`config.mk`:
```
export PLATFORM = sky130hd
export DESIGN_NAME = boot_download_packet_framer_flat
export DESIGN_NICKNAME = d
export VERILOG_FILES = /design/src/sv/bdpf_pkg.sv /design/src/sv/bdpf_if.sv /design/src/sv/bdpf_csr.sv /design/src/sv/bdpf_front.sv /design/src/sv/bdpf_cmd_fifo.sv /design/src/sv/bdpf_back.sv /design/src/sv/boot_download_packet_framer.sv /design/src/flat_wrapper.sv
export VERILOG_INCLUDE_DIRS = /design/src /design/src/sv
export SDC_FILE = /design/constraint.sdc
export NUM_CORES = 1
export LEC_CHECK = 0
export BUFFER_PORTS_ARGS = -buffer_cell sky130_fd_sc_hd__buf_2
export CAP_MARGIN = 10
export CORE_ASPECT_RATIO = 1.1
export CORE_UTILIZATION = 55
export CTS_CLUSTER_SIZE = 30
export DETAILED_ROUTE_END_ITERATION = 12
export PLACE_DENSITY = 0.74
export SKIP_CTS_REPAIR_TIMING = 1
export SLEW_MARGIN = 5
export SYNTH_ARGS = -nofsm -noshare
export SYNTH_HDL_FRONTEND = slang
export SYNTH_HIERARCHICAL = 1
export SYNTH_SLANG_ARGS = --single-unit
```
`constraint.sdc`:
```
create_clock -name clock -period 4.9 [get_ports clock]
set_input_delay 0.735 -clock clock [delete_from_list [all_inputs] [get_ports clock]]
set_output_delay 0.735 -clock clock [all_outputs]
set_load 0.02 [all_outputs]
```
`src/sv/boot_download_packet_framer_macros.svh`:
```
// Assertion macros for the boot download packet framer.
// Included by the top level; needs no other file.
`ifndef BOOT_DOWNLOAD_PACKET_FRAMER_MACROS_SVH
`define BOOT_DOWNLOAD_PACKET_FRAMER_MACROS_SVH

// Checked property, ignored while reset is high
`define BDPF_ASSERT(label, clk, rst, prop, msg) \
   label: assert property (@(posedge clk) disable iff (rst) (prop)) else $error(msg);

// Checked property that also runs across reset
`define BDPF_ASSERT_ALWAYS(label, clk, prop, msg) \
   label: assert property (@(posedge clk) (prop)) else $error(msg);

`endif

```
`src/sv/bdpf_pkg.sv`:
```
// Shared types, constants and the CRC step for the packet framer.
// No dependencies; every other file but the macro header imports it.
package bdpf_pkg;

   localparam int DATA_W      = 8;
   localparam int WORD_W      = 32;
   localparam int CRC_W       = 16;
   localparam int CHUNK_BYTES = 1024;
   localparam int CHUNK_W     = $clog2(CHUNK_BYTES + 1);
   localparam int CMD_DEPTH   = 4;
   localparam int CMD_PTR_W   = $clog2(CMD_DEPTH);
   localparam int CMD_CNT_W   = $clog2(CMD_DEPTH + 1);

   // APB register map, 4-byte stride
   localparam int CSR_ADDR_W = 4;
   localparam logic [1:0] REG_LOAD_MODE    = 2'd0;
   localparam logic [1:0] REG_BLOCK_SIZE   = 2'd1;
   localparam logic [1:0] REG_LOAD_ADDRESS = 2'd2;

   localparam logic [DATA_W-1:0] RESET_LOAD_MODE = 8'h01;

   // Frame marker bytes and CRC polynomial
   localparam logic [DATA_W-1:0] MARK_HEADER = 8'hFE;
   localparam logic [DATA_W-1:0] MARK_DATA   = 8'hDA;
   localparam logic [DATA_W-1:0] MARK_END    = 8'hED;
   localparam logic [CRC_W-1:0]  CRC_POLY    = 16'h1021;

   localparam logic OP_START   = 1'b0;
   localparam logic OP_PAYLOAD = 1'b1;

   // Byte counts of each output phase
   localparam int IDX_W      = 4;
   localparam int HDR_BYTES  = 12;
   localparam int OPEN_BYTES = 3;
   localparam int TRL_BYTES  = 2;

   typedef struct packed {
      logic [DATA_W-1:0] load_mode;
      logic [WORD_W-1:0] block_size;
      logic [WORD_W-1:0] load_address;
   } cfg_type;

   // One command from front to back
   typedef struct packed {
      logic              is_header;  // header frame
      logic              open;       // data frame starts with this byte
      logic              close;      // trailer follows this byte
      logic              last;       // end frame follows
      logic [DATA_W-1:0] seq;        // sequence of the data frame
      logic [DATA_W-1:0] data;
   } cmd_type;

   // CRC-16/XMODEM over one byte, MSB first
   function automatic logic [CRC_W-1:0] crc_byte(input logic [CRC_W-1:0] crc,
                                                 input logic [DATA_W-1:0] b);
      logic [CRC_W-1:0] c;
      c = crc ^ {b, 8'h00};
      for (int k = 0; k < DATA_W; k++) begin
         c = c[CRC_W-1] ? ((c << 1) ^ CRC_POLY) : (c << 1);
      end
      return c;
   endfunction

endpackage

```
`src/sv/bdpf_if.sv`:
```
// Request and response channel interfaces of the packet framer.
// Depends on bdpf_pkg.
interface bdpf_req_if import bdpf_pkg::*; ();
   logic              valid;
   logic              ready;
   logic              opcode;
   logic [DATA_W-1:0] data_byte;

   modport source (output valid, opcode, data_byte, input ready);
   modport sink   (input valid, opcode, data_byte, output ready);
endinterface

interface bdpf_rsp_if import bdpf_pkg::*; ();
   logic              valid;
   logic              ready;
   logic [DATA_W-1:0] out_byte;
   logic              frame_end;
   logic              block_end;

   modport source (output valid, out_byte, frame_end, block_end, input ready);
   modport sink   (input valid, out_byte, frame_end, block_end, output ready);
endinterface

```
`src/sv/bdpf_csr.sv`:
```
// APB register block: load mode, block size, load address.
// Depends on bdpf_pkg.
module bdpf_csr import bdpf_pkg::*; (
   input  logic                  clock,
   input  logic                  reset,
   input  logic                  psel,
   input  logic                  penable,
   input  logic                  pwrite,
   input  logic [CSR_ADDR_W-1:0] paddr,
   input  logic [WORD_W-1:0]     pwdata,
   output logic [WORD_W-1:0]     prdata,
   output logic                  pready,
   output cfg_type               cfg
);

   logic [DATA_W-1:0] load_mode_ff;
   logic [WORD_W-1:0] block_size_ff;
   logic [WORD_W-1:0] load_address_ff;
   logic              wr_en;
   logic [1:0]        reg_idx;

   assign pready  = 1'b1;
   assign reg_idx = paddr[CSR_ADDR_W-1:2];
   assign wr_en   = psel && penable && pwrite;

   // Register writes; unmapped addresses are ignored
   always_ff @(posedge clock) begin
      if (reset) begin
         load_mode_ff    <= RESET_LOAD_MODE;
         block_size_ff   <= '0;
         load_address_ff <= '0;
      end else if (wr_en) begin
         if (reg_idx == REG_LOAD_MODE)    load_mode_ff    <= pwdata[DATA_W-1:0];
         if (reg_idx == REG_BLOCK_SIZE)   block_size_ff   <= pwdata;
         if (reg_idx == REG_LOAD_ADDRESS) load_address_ff <= pwdata;
      end
   end

   // Read mux
   always_comb begin
      unique case (reg_idx)
         REG_LOAD_MODE:    prdata = {{(WORD_W-DATA_W){1'b0}}, load_mode_ff};
         REG_BLOCK_SIZE:   prdata = block_size_ff;
         REG_LOAD_ADDRESS: prdata = load_address_ff;
         default:          prdata = '0;
      endcase
   end

   assign cfg.load_mode    = load_mode_ff;
   assign cfg.block_size   = block_size_ff;
   assign cfg.load_address = load_address_ff;

endmodule

```
`src/sv/bdpf_front.sv`:
```
// Front end: accepts requests, tracks block and chunk state, issues commands.
// Depends on bdpf_pkg.
module bdpf_front import bdpf_pkg::*; (
   input  logic              clock,
   input  logic              reset,
   input  logic              req_valid,
   output logic              req_ready,
   input  logic              req_opcode,
   input  logic [DATA_W-1:0] req_data_byte,
   input  logic [WORD_W-1:0] block_size,
   input  logic              cmd_full,
   output logic              cmd_push,
   output cmd_type           cmd
);

   logic               active_ff, active_in;
   logic [DATA_W-1:0]  seq_ff, seq_in;
   logic [WORD_W-1:0]  total_ff, total_in;
   logic [CHUNK_W-1:0] chunk_ff, chunk_in;
   logic               accept;
   logic [WORD_W-1:0]  total_next;
   logic [CHUNK_W-1:0] chunk_next;
   logic               last;
   logic               close;

   assign req_ready  = !cmd_full;
   assign accept     = req_valid && req_ready;
   assign total_next = total_ff + WORD_W'(1);
   assign chunk_next = chunk_ff + CHUNK_W'(1);
   assign last       = total_next >= block_size;
   assign close      = (chunk_next >= CHUNK_W'(CHUNK_BYTES)) || last;

   // Classify the request and work out the next state
   always_comb begin
      active_in = active_ff;
      seq_in    = seq_ff;
      total_in  = total_ff;
      chunk_in  = chunk_ff;
      cmd_push  = 1'b0;
      cmd       = '0;
      cmd.data  = req_data_byte;
      cmd.seq   = seq_ff;
      if (accept) begin
         if (req_opcode == OP_START) begin
            cmd_push      = 1'b1;
            cmd.is_header = 1'b1;
            cmd.close     = 1'b1;
            cmd.last      = (block_size == '0);
            seq_in        = 8'd1;
            total_in      = '0;
            chunk_in      = '0;
            active_in     = (block_size != '0);
         end else if (active_ff) begin
            // payload while idle is dropped
            cmd_push  = 1'b1;
            cmd.open  = (chunk_ff == '0);
            cmd.close = close;
            cmd.last  = last;
            total_in  = total_next;
            chunk_in  = close ? '0 : chunk_next;
            seq_in    = close ? seq_ff + 8'd1 : seq_ff;
            active_in = !last;
         end
      end
   end

   always_ff @(posedge clock) begin
      if (reset) begin
         active_ff <= 1'b0;
         seq_ff    <= 8'd1;
         total_ff  <= '0;
         chunk_ff  <= '0;
      end else begin
         active_ff <= active_in;
         seq_ff    <= seq_in;
         total_ff  <= total_in;
         chunk_ff  <= chunk_in;
      end
   end

endmodule

```
`src/sv/bdpf_cmd_fifo.sv`:
```
// Short command queue between front and back end.
// Depends on bdpf_pkg.
module bdpf_cmd_fifo import bdpf_pkg::*; (
   input  logic    clock,
   input  logic    reset,
   input  logic    push,
   input  cmd_type push_cmd,
   input  logic    pop,
   output logic    full,
   output logic    head_valid,
   output cmd_type head_cmd
);

   cmd_type              entry_ff [CMD_DEPTH];
   logic [CMD_PTR_W-1:0] wr_ptr_ff, rd_ptr_ff;
   logic [CMD_CNT_W-1:0] count_ff;
   logic                 do_push, do_pop;

   assign full       = (count_ff == CMD_CNT_W'(CMD_DEPTH));
   assign head_valid = (count_ff != '0);
   assign head_cmd   = entry_ff[rd_ptr_ff];
   assign do_push    = push && !full;
   assign do_pop     = pop && head_valid;

   // Entry storage
   always_ff @(posedge clock) begin
      if (do_push) entry_ff[wr_ptr_ff] <= push_cmd;
   end

   // Pointers and fill count
   always_ff @(posedge clock) begin
      if (reset) begin
         wr_ptr_ff <= '0;
         rd_ptr_ff <= '0;
         count_ff  <= '0;
      end else begin
         if (do_push) wr_ptr_ff <= wr_ptr_ff + CMD_PTR_W'(1);
         if (do_pop)  rd_ptr_ff <= rd_ptr_ff + CMD_PTR_W'(1);
         unique case ({do_push, do_pop})
            2'b10:   count_ff <= count_ff + CMD_CNT_W'(1);
            2'b01:   count_ff <= count_ff - CMD_CNT_W'(1);
            default: count_ff <= count_ff;
         endcase
      end
   end

endmodule

```
`src/sv/bdpf_back.sv`:
```
// Back end: expands each command into framed bytes, runs the CRC,
// and holds the response register. Depends on bdpf_pkg.
module bdpf_back import bdpf_pkg::*; (
   input  logic              clock,
   input  logic              reset,
   input  cfg_type           cfg,
   input  logic              cmd_valid,
   input  cmd_type           cmd,
   output logic              cmd_pop,
   output logic              rsp_valid,
   input  logic              rsp_ready,
   output logic [DATA_W-1:0] rsp_out_byte,
   output logic              rsp_frame_end,
   output logic              rsp_block_end
);

   typedef enum logic [2:0] {
      PH_NEW, PH_HDR, PH_OPEN, PH_DATA, PH_TRL, PH_END, PH_ETRL
   } phase_type;

   phase_type         ph_ff, ph_in, cur_ph;
   logic [IDX_W-1:0]  idx_ff, idx_in;
   logic [CRC_W-1:0]  crc_ff, crc_in;
   logic              valid_ff, valid_in;
   logic [DATA_W-1:0] byte_ff, byte_in;
   logic              fe_ff, fe_in;
   logic              be_ff, be_in;
   logic              advance;
   logic [DATA_W-1:0] end_seq;
   logic [DATA_W-1:0] cur_byte;
   logic              covered, first, phase_done, cmd_done;
   phase_type         next_ph;

   assign advance = cmd_valid && (!valid_ff || rsp_ready);
   assign end_seq = cmd.is_header ? 8'd1 : cmd.seq + 8'd1;

   // Pick the current phase and byte
   always_comb begin
      if (ph_ff == PH_NEW)
         cur_ph = cmd.is_header ? PH_HDR : (cmd.open ? PH_OPEN : PH_DATA);
      else
         cur_ph = ph_ff;

      cur_byte   = '0;
      covered    = 1'b1;
      first      = 1'b0;
      phase_done = 1'b0;
      cmd_done   = 1'b0;
      next_ph    = cur_ph;
      unique case (cur_ph)
         PH_HDR: begin
            first      = (idx_ff == '0);
            phase_done = (idx_ff == IDX_W'(HDR_BYTES - 1));
            next_ph    = PH_TRL;
            unique case (idx_ff)
               4'd0:    cur_byte = MARK_HEADER;
               4'd1:    cur_byte = 8'h00;
               4'd2:    cur_byte = 8'hFF;
               4'd3:    cur_byte = cfg.load_mode;
               4'd4:    cur_byte = cfg.block_size[31:24];
               4'd5:    cur_byte = cfg.block_size[23:16];
               4'd6:    cur_byte = cfg.block_size[15:8];
               4'd7:    cur_byte = cfg.block_size[7:0];
               4'd8:    cur_byte = cfg.load_address[31:24];
               4'd9:    cur_byte = cfg.load_address[23:16];
               4'd10:   cur_byte = cfg.load_address[15:8];
               4'd11:   cur_byte = cfg.load_address[7:0];
               default: cur_byte = '0;
            endcase
         end
         PH_OPEN: begin
            first      = (idx_ff == '0);
            phase_done = (idx_ff == IDX_W'(OPEN_BYTES - 1));
            next_ph    = PH_DATA;
            unique case (idx_ff)
               4'd0:    cur_byte = MARK_DATA;
               4'd1:    cur_byte = cmd.seq;
               default: cur_byte = ~cmd.seq;
            endcase
         end
         PH_DATA: begin
            cur_byte   = cmd.data;
            phase_done = 1'b1;
            next_ph    = PH_TRL;
            cmd_done   = !cmd.close;
         end
         PH_TRL: begin
            covered    = 1'b0;
            cur_byte   = (idx_ff == '0) ? crc_ff[15:8] : crc_ff[7:0];
            phase_done = (idx_ff == IDX_W'(TRL_BYTES - 1));
            next_ph    = PH_END;
            cmd_done   = phase_done && !cmd.last;
         end
         PH_END: begin
            first      = (idx_ff == '0);
            phase_done = (idx_ff == IDX_W'(OPEN_BYTES - 1));
            next_ph    = PH_ETRL;
            unique case (idx_ff)
               4'd0:    cur_byte = MARK_END;
               4'd1:    cur_byte = end_seq;
               default: cur_byte = ~end_seq;
            endcase
         end
         PH_ETRL: begin
            covered    = 1'b0;
            cur_byte   = (idx_ff == '0) ? crc_ff[15:8] : crc_ff[7:0];
            phase_done = (idx_ff == IDX_W'(TRL_BYTES - 1));
            cmd_done   = phase_done;
         end
         default: begin
            cur_byte = '0;
         end
      endcase
   end

   // Next state of sequencer, CRC and response register
   always_comb begin
      ph_in    = ph_ff;
      idx_in   = idx_ff;
      crc_in   = crc_ff;
      valid_in = valid_ff && !rsp_ready;
      byte_in  = byte_ff;
      fe_in    = fe_ff;
      be_in    = be_ff;
      cmd_pop  = 1'b0;
      if (advance) begin
         valid_in = 1'b1;
         byte_in  = cur_byte;
         fe_in    = (cur_ph == PH_TRL || cur_ph == PH_ETRL) && phase_done;
         be_in    = (cur_ph == PH_ETRL) && phase_done;
         if (covered) crc_in = crc_byte(first ? '0 : crc_ff, cur_byte);
         if (cmd_done) begin
            cmd_pop = 1'b1;
            ph_in   = PH_NEW;
            idx_in  = '0;
         end else if (phase_done) begin
            ph_in  = next_ph;
            idx_in = '0;
         end else begin
            ph_in  = cur_ph;
            idx_in = idx_ff + IDX_W'(1);
         end
      end
   end

   always_ff @(posedge clock) begin
      if (reset) begin
         ph_ff    <= PH_NEW;
         idx_ff   <= '0;
         valid_ff <= 1'b0;
      end else begin
         ph_ff    <= ph_in;
         idx_ff   <= idx_in;
         valid_ff <= valid_in;
      end
      crc_ff  <= crc_in;
      byte_ff <= byte_in;
      fe_ff   <= fe_in;
      be_ff   <= be_in;
   end

   assign rsp_valid     = valid_ff;
   assign rsp_out_byte  = byte_ff;
   assign rsp_frame_end = fe_ff;
   assign rsp_block_end = be_ff;

endmodule

```
`src/sv/boot_download_packet_framer.sv`:
```
// Top level of the boot download packet framer: CSR block, front end,
// command queue and back end. Depends on bdpf_pkg, bdpf_if and the macros.
//
//   channel  direction  handshake          payload
//   req_ch   in         valid/ready        opcode, data_byte
//   rsp_ch   out        valid/ready        out_byte, frame_end, block_end
//   csr      in         APB, pready high   load_mode, block_size, load_address
//
// The back end sends one byte per cycle while it holds a command and the response
// channel is ready; a request yields 1 byte for a payload byte inside a frame, up to 11
// when it opens, closes and ends a frame, 14 or 19 for a start.
// The front end takes a request per cycle while the 4-entry command queue
// has room, so framing overhead is absorbed there and by the output register.
// Reset is synchronous; no clearing pass.
`include "boot_download_packet_framer_macros.svh"

module boot_download_packet_framer import bdpf_pkg::*; (
   input  logic                  clock,
   input  logic                  reset,
   bdpf_req_if.sink              req_ch,
   bdpf_rsp_if.source            rsp_ch,
   input  logic                  psel,
   input  logic                  penable,
   input  logic                  pwrite,
   input  logic [CSR_ADDR_W-1:0] paddr,
   input  logic [WORD_W-1:0]     pwdata,
   output logic [WORD_W-1:0]     prdata,
   output logic                  pready
);

   cfg_type cfg;
   cmd_type push_cmd, head_cmd;
   logic    cmd_push, cmd_full, cmd_pop, head_valid;

   // Configuration registers
   bdpf_csr u_csr (
      .clock   (clock),
      .reset   (reset),
      .psel    (psel),
      .penable (penable),
      .pwrite  (pwrite),
      .paddr   (paddr),
      .pwdata  (pwdata),
      .prdata  (prdata),
      .pready  (pready),
      .cfg     (cfg)
   );

   // Request classification
   bdpf_front u_front (
      .clock         (clock),
      .reset         (reset),
      .req_valid     (req_ch.valid),
      .req_ready     (req_ch.ready),
      .req_opcode    (req_ch.opcode),
      .req_data_byte (req_ch.data_byte),
      .block_size    (cfg.block_size),
      .cmd_full      (cmd_full),
      .cmd_push      (cmd_push),
      .cmd           (push_cmd)
   );

   // Decoupling queue
   bdpf_cmd_fifo u_fifo (
      .clock      (clock),
      .reset      (reset),
      .push       (cmd_push),
      .push_cmd   (push_cmd),
      .pop        (cmd_pop),
      .full       (cmd_full),
      .head_valid (head_valid),
      .head_cmd   (head_cmd)
   );

   // Byte generation
   bdpf_back u_back (
      .clock         (clock),
      .reset         (reset),
      .cfg           (cfg),
      .cmd_valid     (head_valid),
      .cmd           (head_cmd),
      .cmd_pop       (cmd_pop),
      .rsp_valid     (rsp_ch.valid),
      .rsp_ready     (rsp_ch.ready),
      .rsp_out_byte  (rsp_ch.out_byte),
      .rsp_frame_end (rsp_ch.frame_end),
      .rsp_block_end (rsp_ch.block_end)
   );

   // Checks
   `BDPF_ASSERT(a_push_not_full, clock, reset, cmd_push |-> !cmd_full, "push into full queue")
   `BDPF_ASSERT(a_block_end_frame, clock, reset, (rsp_ch.valid && rsp_ch.block_end) |-> rsp_ch.frame_end, "block end off a frame end")
   `BDPF_ASSERT(a_pop_has_head, clock, reset, cmd_pop |-> head_valid, "pop from empty queue")
   `BDPF_ASSERT_ALWAYS(a_reset_idle, clock, (!reset && $past(reset)) |-> !rsp_ch.valid, "response valid after reset")

endmodule
```
`src/flat_wrapper.sv`:
```
// flat-port wrapper written by rule: the top's interface ports become plain ports
module boot_download_packet_framer_flat import bdpf_pkg::*;
  (clock, reset, psel, penable, pwrite, paddr, pwdata, prdata, pready, req_ch_valid, req_ch_opcode, req_ch_data_byte, req_ch_ready, rsp_ch_valid, rsp_ch_out_byte, rsp_ch_frame_end, rsp_ch_block_end, rsp_ch_ready);
  bdpf_req_if req_ch_i ();
  bdpf_rsp_if rsp_ch_i ();
  input  logic clock;
  input  logic reset;
  input  logic psel;
  input  logic penable;
  input  logic pwrite;
  input  logic [CSR_ADDR_W-1:0] paddr;
  input  logic [WORD_W-1:0] pwdata;
  output logic [WORD_W-1:0] prdata;
  output logic pready;
  input wire logic [$bits(req_ch_i.valid)-1:0] req_ch_valid;
  input wire logic [$bits(req_ch_i.opcode)-1:0] req_ch_opcode;
  input wire logic [$bits(req_ch_i.data_byte)-1:0] req_ch_data_byte;
  output wire logic [$bits(req_ch_i.ready)-1:0] req_ch_ready;
  output wire logic [$bits(rsp_ch_i.valid)-1:0] rsp_ch_valid;
  output wire logic [$bits(rsp_ch_i.out_byte)-1:0] rsp_ch_out_byte;
  output wire logic [$bits(rsp_ch_i.frame_end)-1:0] rsp_ch_frame_end;
  output wire logic [$bits(rsp_ch_i.block_end)-1:0] rsp_ch_block_end;
  input wire logic [$bits(rsp_ch_i.ready)-1:0] rsp_ch_ready;
  assign req_ch_i.valid = req_ch_valid;
  assign req_ch_i.opcode = req_ch_opcode;
  assign req_ch_i.data_byte = req_ch_data_byte;
  assign req_ch_ready = req_ch_i.ready;
  assign rsp_ch_valid = rsp_ch_i.valid;
  assign rsp_ch_out_byte = rsp_ch_i.out_byte;
  assign rsp_ch_frame_end = rsp_ch_i.frame_end;
  assign rsp_ch_block_end = rsp_ch_i.block_end;
  assign rsp_ch_i.ready = rsp_ch_ready;
  boot_download_packet_framer u_core (.clock(clock), .reset(reset), .req_ch(req_ch_i), .rsp_ch(rsp_ch_i), .psel(psel), .penable(penable), .pwrite(pwrite), .paddr(paddr), .pwdata(pwdata), .prdata(prdata), .pready(pready));
endmodule
```
==> metrics.txt <==
# TYPE chip_impl_metric gauge
chip_impl_metric{name="io_buffers",unit=""} 93
chip_impl_info{name="grt_setup_unrepaired",value="false"} 1
chip_impl_metric{name="cp_data_arrival_time",unit="ns"} 4.90
chip_impl_metric{name="deepest_level_of_the_cts_h_tree",unit=""} 1
chip_impl_metric{name="drv_slew",unit=""} 0
chip_impl_metric{name="timing.fmax",unit="GHz"} 0.225
chip_impl_metric{name="synth-warning-count",unit=""} 6
chip_impl_info{name="worst_hold_path.endpoint",value="u_core/u_fifo/entry_ff[1][1]"} 1
chip_impl_metric{name="synthCells",unit=""} 1337
chip_impl_metric{name="gpl.final_weighted_congestion",unit=""} 0.972
chip_impl_metric{name="post_drt_wl_per_cell",unit="um"} 19.3
chip_impl_metric{name="synth.distinct_cells",unit=""} 93
chip_impl_metric{name="crit_fanout",unit=""} 6
chip_impl_info{name="run_status",value="finished with violations"} 1
chip_impl_metric{name="insertedDiodeCount",unit=""} 0
chip_impl_metric{name="cellInternalPower",unit="mW"} 3.92
chip_impl_metric{name="cts.clk_slew.worst_paths",unit="ns"} 0.06
chip_impl_metric{name="synth_to_final_area_change",unit="%"} 10.6
chip_impl_metric{name="die_y",unit="um"} 167
chip_impl_metric{name="cap_violations",unit=""} 0
chip_impl_metric{name="worst_pin_slew",unit="ns"} 1.12
chip_impl_metric{name="worstSkewPairLatency",unit="ns"} 0.54
chip_impl_metric{name="count_of_state_elements_after_synthesis",unit=""} 247
chip_impl_metric{name="clkSinkCount",unit=""} 247
chip_impl_metric{name="drive_above_1_share",unit="%"} 14.9
chip_impl_info{name="dr.max_layer_used",value="met4"} 1
chip_impl_metric{name="place_area",unit="sq mm"} 0.0142
chip_impl_metric{name="rr_worst_depth",unit=""} 15
chip_impl_metric{name="io_pins",unit=""} 97
chip_impl_metric{name="detailroute.wirelength.met3",unit="um"} 2090
chip_impl_metric{name="route.vias.total",unit=""} 10300
chip_impl_metric{name="cellLeakagePower",unit="nW"} 5.80
chip_impl_info{name="hold_class",value="input port to register"} 1
chip_impl_info{name="hold_path_startpoint",value="req_ch_data_byte[1]"} 1
chip_impl_metric{name="antenna_left",unit=""} 0
chip_impl_metric{name="m1WireLength",unit="um"} 14600
chip_impl_info{name="cts_tree",value="built"} 1
chip_impl_metric{name="fp.dieW",unit="um"} 152
chip_impl_info{name="dominantRegCellSynth",value="sky130_fd_sc_hd__dfxtp_1"} 1
chip_impl_metric{name="min_period",unit="ns"} 4.44
chip_impl_metric{name="first_global_vias",unit=""} 9707
chip_impl_metric{name="final_cells",unit=""} 1718
chip_impl_metric{name="power.density",unit="mW/mm^2"} 353
chip_impl_metric{name="drt_iter0_markers",unit=""} 1118
chip_impl_metric{name="grt_first_pass_wirelength",unit="um"} 52800
chip_impl_metric{name="post-dp-hpwl",unit="um"} 22900
chip_impl_metric{name="synth-async-reset-ratio",unit="%"} 0
chip_impl_metric{name="hold_violations",unit=""} 0
chip_impl_metric{name="total_gr_overflow",unit=""} 0
chip_impl_metric{name="start_util",unit="%"} 55.8
chip_impl_metric{name="rrSetupSlack",unit="ns"} 0.46
chip_impl_metric{name="power",unit="mW"} 5.32
chip_impl_metric{name="syn_nets",unit=""} 1436
chip_impl_metric{name="route.met2.wl",unit="um"} 15800
chip_impl_info{name="critical_r2r_capture",value="u_core/u_front/seq_ff[7]"} 1
chip_impl_metric{name="vias_per_cell",unit=""} 5.99
chip_impl_info{name="cts_root_buffer",value="sky130_fd_sc_hd__clkbuf_16"} 1
chip_impl_metric{name="final_area",unit="sq mm"} 0.0150
chip_impl_metric{name="power.switching_fraction",unit="%"} 26.2
chip_impl_metric{name="fillers",unit=""} 1949
chip_impl_metric{name="core_area",unit="sq mm"} 0.0244
chip_impl_metric{name="timing.setup.tns",unit="ns"} 0
chip_impl_metric{name="pin_count_of_the_biggest_net_entering_global_routing",unit=""} 88
chip_impl_metric{name="grt_util_all_layers",unit="%"} 26.0
chip_impl_metric{name="cts_made_buffers",unit=""} 26
chip_impl_metric{name="wirelength",unit="um"} 33200
chip_impl_metric{name="floorplan.die_area",unit="sq mm"} 0.0254
chip_impl_metric{name="syn-mean-instance-area",unit="sq um"} 10.2
chip_impl_info{name="worst_setup_end_kind",value="register"} 1
chip_impl_metric{name="design.final.nets",unit=""} 1490
chip_impl_metric{name="vdd_ir_drop_max",unit="mV"} 0.224
chip_impl_metric{name="synthesis.area",unit="sq mm"} 0.0136
chip_impl_metric{name="sequentialPowerShare",unit="%"} 44.7
chip_impl_metric{name="min_period_over_period",unit="%"} 90.7
chip_impl_info{name="failing_checks",value="DRC"} 1
chip_impl_metric{name="synth_sequential_area_ratio",unit="%"} 44.2
chip_impl_metric{name="synth_edf_count",unit=""} 106
chip_impl_metric{name="p_comb_share",unit="%"} 16.9
chip_impl_metric{name="post_route_skew",unit="ns"} 0.0142
chip_impl_metric{name="whs_path_depth",unit=""} 1
chip_impl_info{name="critical_path.reg2reg.startpoint",value="u_core/u_front/total_ff[0]"} 1
chip_impl_metric{name="detailedRoute.firstPassIterationCount",unit=""} 10
chip_impl_metric{name="antenna_found_initial",unit=""} 0
chip_impl_metric{name="cp.required",unit="ns"} 5.36
chip_impl_metric{name="hold_ws",unit="ns"} 0.410
chip_impl_metric{name="floorplan.rows",unit=""} 60
chip_impl_info{name="critPathKind",value="register to register"} 1
chip_impl_metric{name="setup_viol",unit=""} 0
chip_impl_metric{name="clock_power_share",unit="%"} 38.4
chip_impl_metric{name="clockBufferDepth",unit=""} 3
chip_impl_info{name="start_kind",value="register"} 1
chip_impl_metric{name="remaining_design_rule_violation_count",unit=""} 15
chip_impl_metric{name="post-place-cells",unit=""} 1673
chip_impl_metric{name="worst_relative_slew_slack",unit="%"} 25.3
chip_impl_metric{name="switching_power",unit="mW"} 1.40
[cell type report]
type                            instances  area, sq um  area share [%]
Sequential cell                       247         6010            39.9
Clock inverter                         10          159            1.06
Clock buffer                           35          724            4.81
Timing Repair Buffer                  109          588            3.91
Inverter                               64          240            1.60
Tap cell                              310          388            2.58
Multi-Input combinational cell        943         6940            46.1
[cells in the mapped netlist, types with 13 or more instances]
cell	count	share of area [%]
sky130_fd_sc_hd__dfxtp_1	141	21
sky130_fd_sc_hd__nand2b_1	118	5.4
sky130_fd_sc_hd__edfxtp_1	106	23
sky130_fd_sc_hd__nand2_1	101	2.8
sky130_fd_sc_hd__mux2i_1	92	6.8
sky130_fd_sc_hd__nor2_1	81	2.2
sky130_fd_sc_hd__inv_1	61	1.7
sky130_fd_sc_hd__a21oi_1	60	2.2
sky130_fd_sc_hd__ha_1	46	4.2
sky130_fd_sc_hd__o21ai_0	45	1.7
sky130_fd_sc_hd__clkbuf_1	44	1.2
sky130_fd_sc_hd__xor2_1	39	2.5
sky130_fd_sc_hd__xnor2_1	37	2.4
sky130_fd_sc_hd__nand3_1	30	1.1
sky130_fd_sc_hd__a22o_1	28	1.8
sky130_fd_sc_hd__a22oi_1	24	1.3
sky130_fd_sc_hd__mux4_2	20	3.3
sky130_fd_sc_hd__nor3_1	19	0.70
sky130_fd_sc_hd__or3_1	18	0.83
sky130_fd_sc_hd__buf_2	16	0.59
sky130_fd_sc_hd__nand4_1	16	0.74
sky130_fd_sc_hd__a221oi_1	13	0.84
[how the worst max path moves through the flow]
stage	from	end	slack, ns	cells past startpoint
6_report	u_core/u_front/total_ff[0]	u_core/u_front/seq_ff[7]	0.46	15
5_1_grt	u_core/u_front/total_ff[0]	u_core/u_front/seq_ff[7]	0.04	15
4_1_cts	u_core/u_front/total_ff[0]	u_core/u_front/seq_ff[6]	0.37	15
3_5_place_dp	u_core/u_front/total_ff[0]	u_core/u_front/seq_ff[3]	0.41	15
3_3_place_gp	u_core/u_front/total_ff[0]	u_core/u_front/seq_ff[4]	0.50	15
2_1_floorplan	u_core/u_front/total_ff[0]	u_core/u_front/seq_ff[4]	1.16	16
[critical path, stage by stage, from the launching register on]
cell and delay, ns:
sky130_fd_sc_hd__dfxtp_1 0.45, sky130_fd_sc_hd__ha_1 0.30, sky130_fd_sc_hd__nand3_2 0.15, sky130_fd_sc_hd__nor3_4 0.39, sky130_fd_sc_hd__nand2_4 0.14, sky130_fd_sc_hd__nor4_4 0.44, sky130_fd_sc_hd__nand2_2 0.12, sky130_fd_sc_hd__xnor2_1 0.16
sky130_fd_sc_hd__ha_1 0.32, sky130_fd_sc_hd__nand4_1 0.12, sky130_fd_sc_hd__nor4_1 0.43, sky130_fd_sc_hd__nand4_1 0.17, sky130_fd_sc_hd__a31oi_2 0.31, sky130_fd_sc_hd__nor2_1 0.16, sky130_fd_sc_hd__or4_1 0.51, sky130_fd_sc_hd__a21oi_1 0.19
[per-layer routing]
layer	GRT usage, %	vias up
li1	-	4929
met1	35.5	4946
met2	43.4	362
met3	3.36	55
met4	7.59	0
met5	0	-
[kinds of logic (layout without fill, tap and decap cells)]
family / after synthesis / count (layout) / share of synthesized area (%)
AOI/OAI and AO/OA: 243 / 243 / 12.2
xor gates and xnor gates: 80 / 80 / 5.49
adders and majority gates: 47 / 47 / 4.38
buffers and inverters: 147 / 218 / 5.00
DFF: 247 / 247 / 44.2
muxes: 118 / 118 / 10.6
other: 1 / 1 / 0.0276
and+or+nand+nor: 454 / 454 / 18.1
[layout by cell type, fill, tap and decap left out, types with 45 or more instances in the layout]
master	n
sky130_fd_sc_hd__nor2_1	81
sky130_fd_sc_hd__o21ai_0	45
sky130_fd_sc_hd__a21oi_1	60
sky130_fd_sc_hd__nand2b_1	118
sky130_fd_sc_hd__edfxtp_1	106
sky130_fd_sc_hd__ha_1	46
sky130_fd_sc_hd__inv_1	61
sky130_fd_sc_hd__buf_2	92
sky130_fd_sc_hd__nand2_1	101
sky130_fd_sc_hd__mux2i_1	92
sky130_fd_sc_hd__dfxtp_1	141
[power by group through the flow]
stage                     registers [mW]  logic, mW  clock network (mW)
after floorplan                     2.41      0.675                   0
after global placement              2.42      0.868                   0
after detailed placement            2.42      0.888                   0
after CTS                           2.38      0.895                2.08
after global routing                2.39      0.975                2.15
final                               2.38      0.896                2.04
[stage by stage]
stage               utilization [%]  worst slack, ns
global placement               58.0            0.500
detailed placement             58.0            0.411
global route                   61.7           0.0390
CTS                            61.6            0.372
finish                         61.7            0.456
floorplan                         -             1.16
[state kept, by name, indices dropped and copies added, names as in the netlist, named ones only]
register,count
u_core/u_back/crc_ff,16
u_core/u_back/idx_ff,4
u_core/u_back/ph_ff,3
u_core/u_back/rsp_block_end,1
u_core/u_back/rsp_frame_end,1
u_core/u_back/rsp_out_byte,8
u_core/u_back/rsp_valid,1
u_core/u_csr/block_size_ff,32
u_core/u_csr/load_address_ff,32
u_core/u_csr/load_mode_ff,8
u_core/u_fifo/count_ff,3
u_core/u_fifo/entry_ff,80
u_core/u_fifo/rd_ptr_ff,2
u_core/u_fifo/wr_ptr_ff,2
u_core/u_front/active_ff,1
u_core/u_front/chunk_ff,11
u_core/u_front/seq_ff,8
u_core/u_front/total_ff,32
No activity file was read; power rests on OpenSTA's default activity.
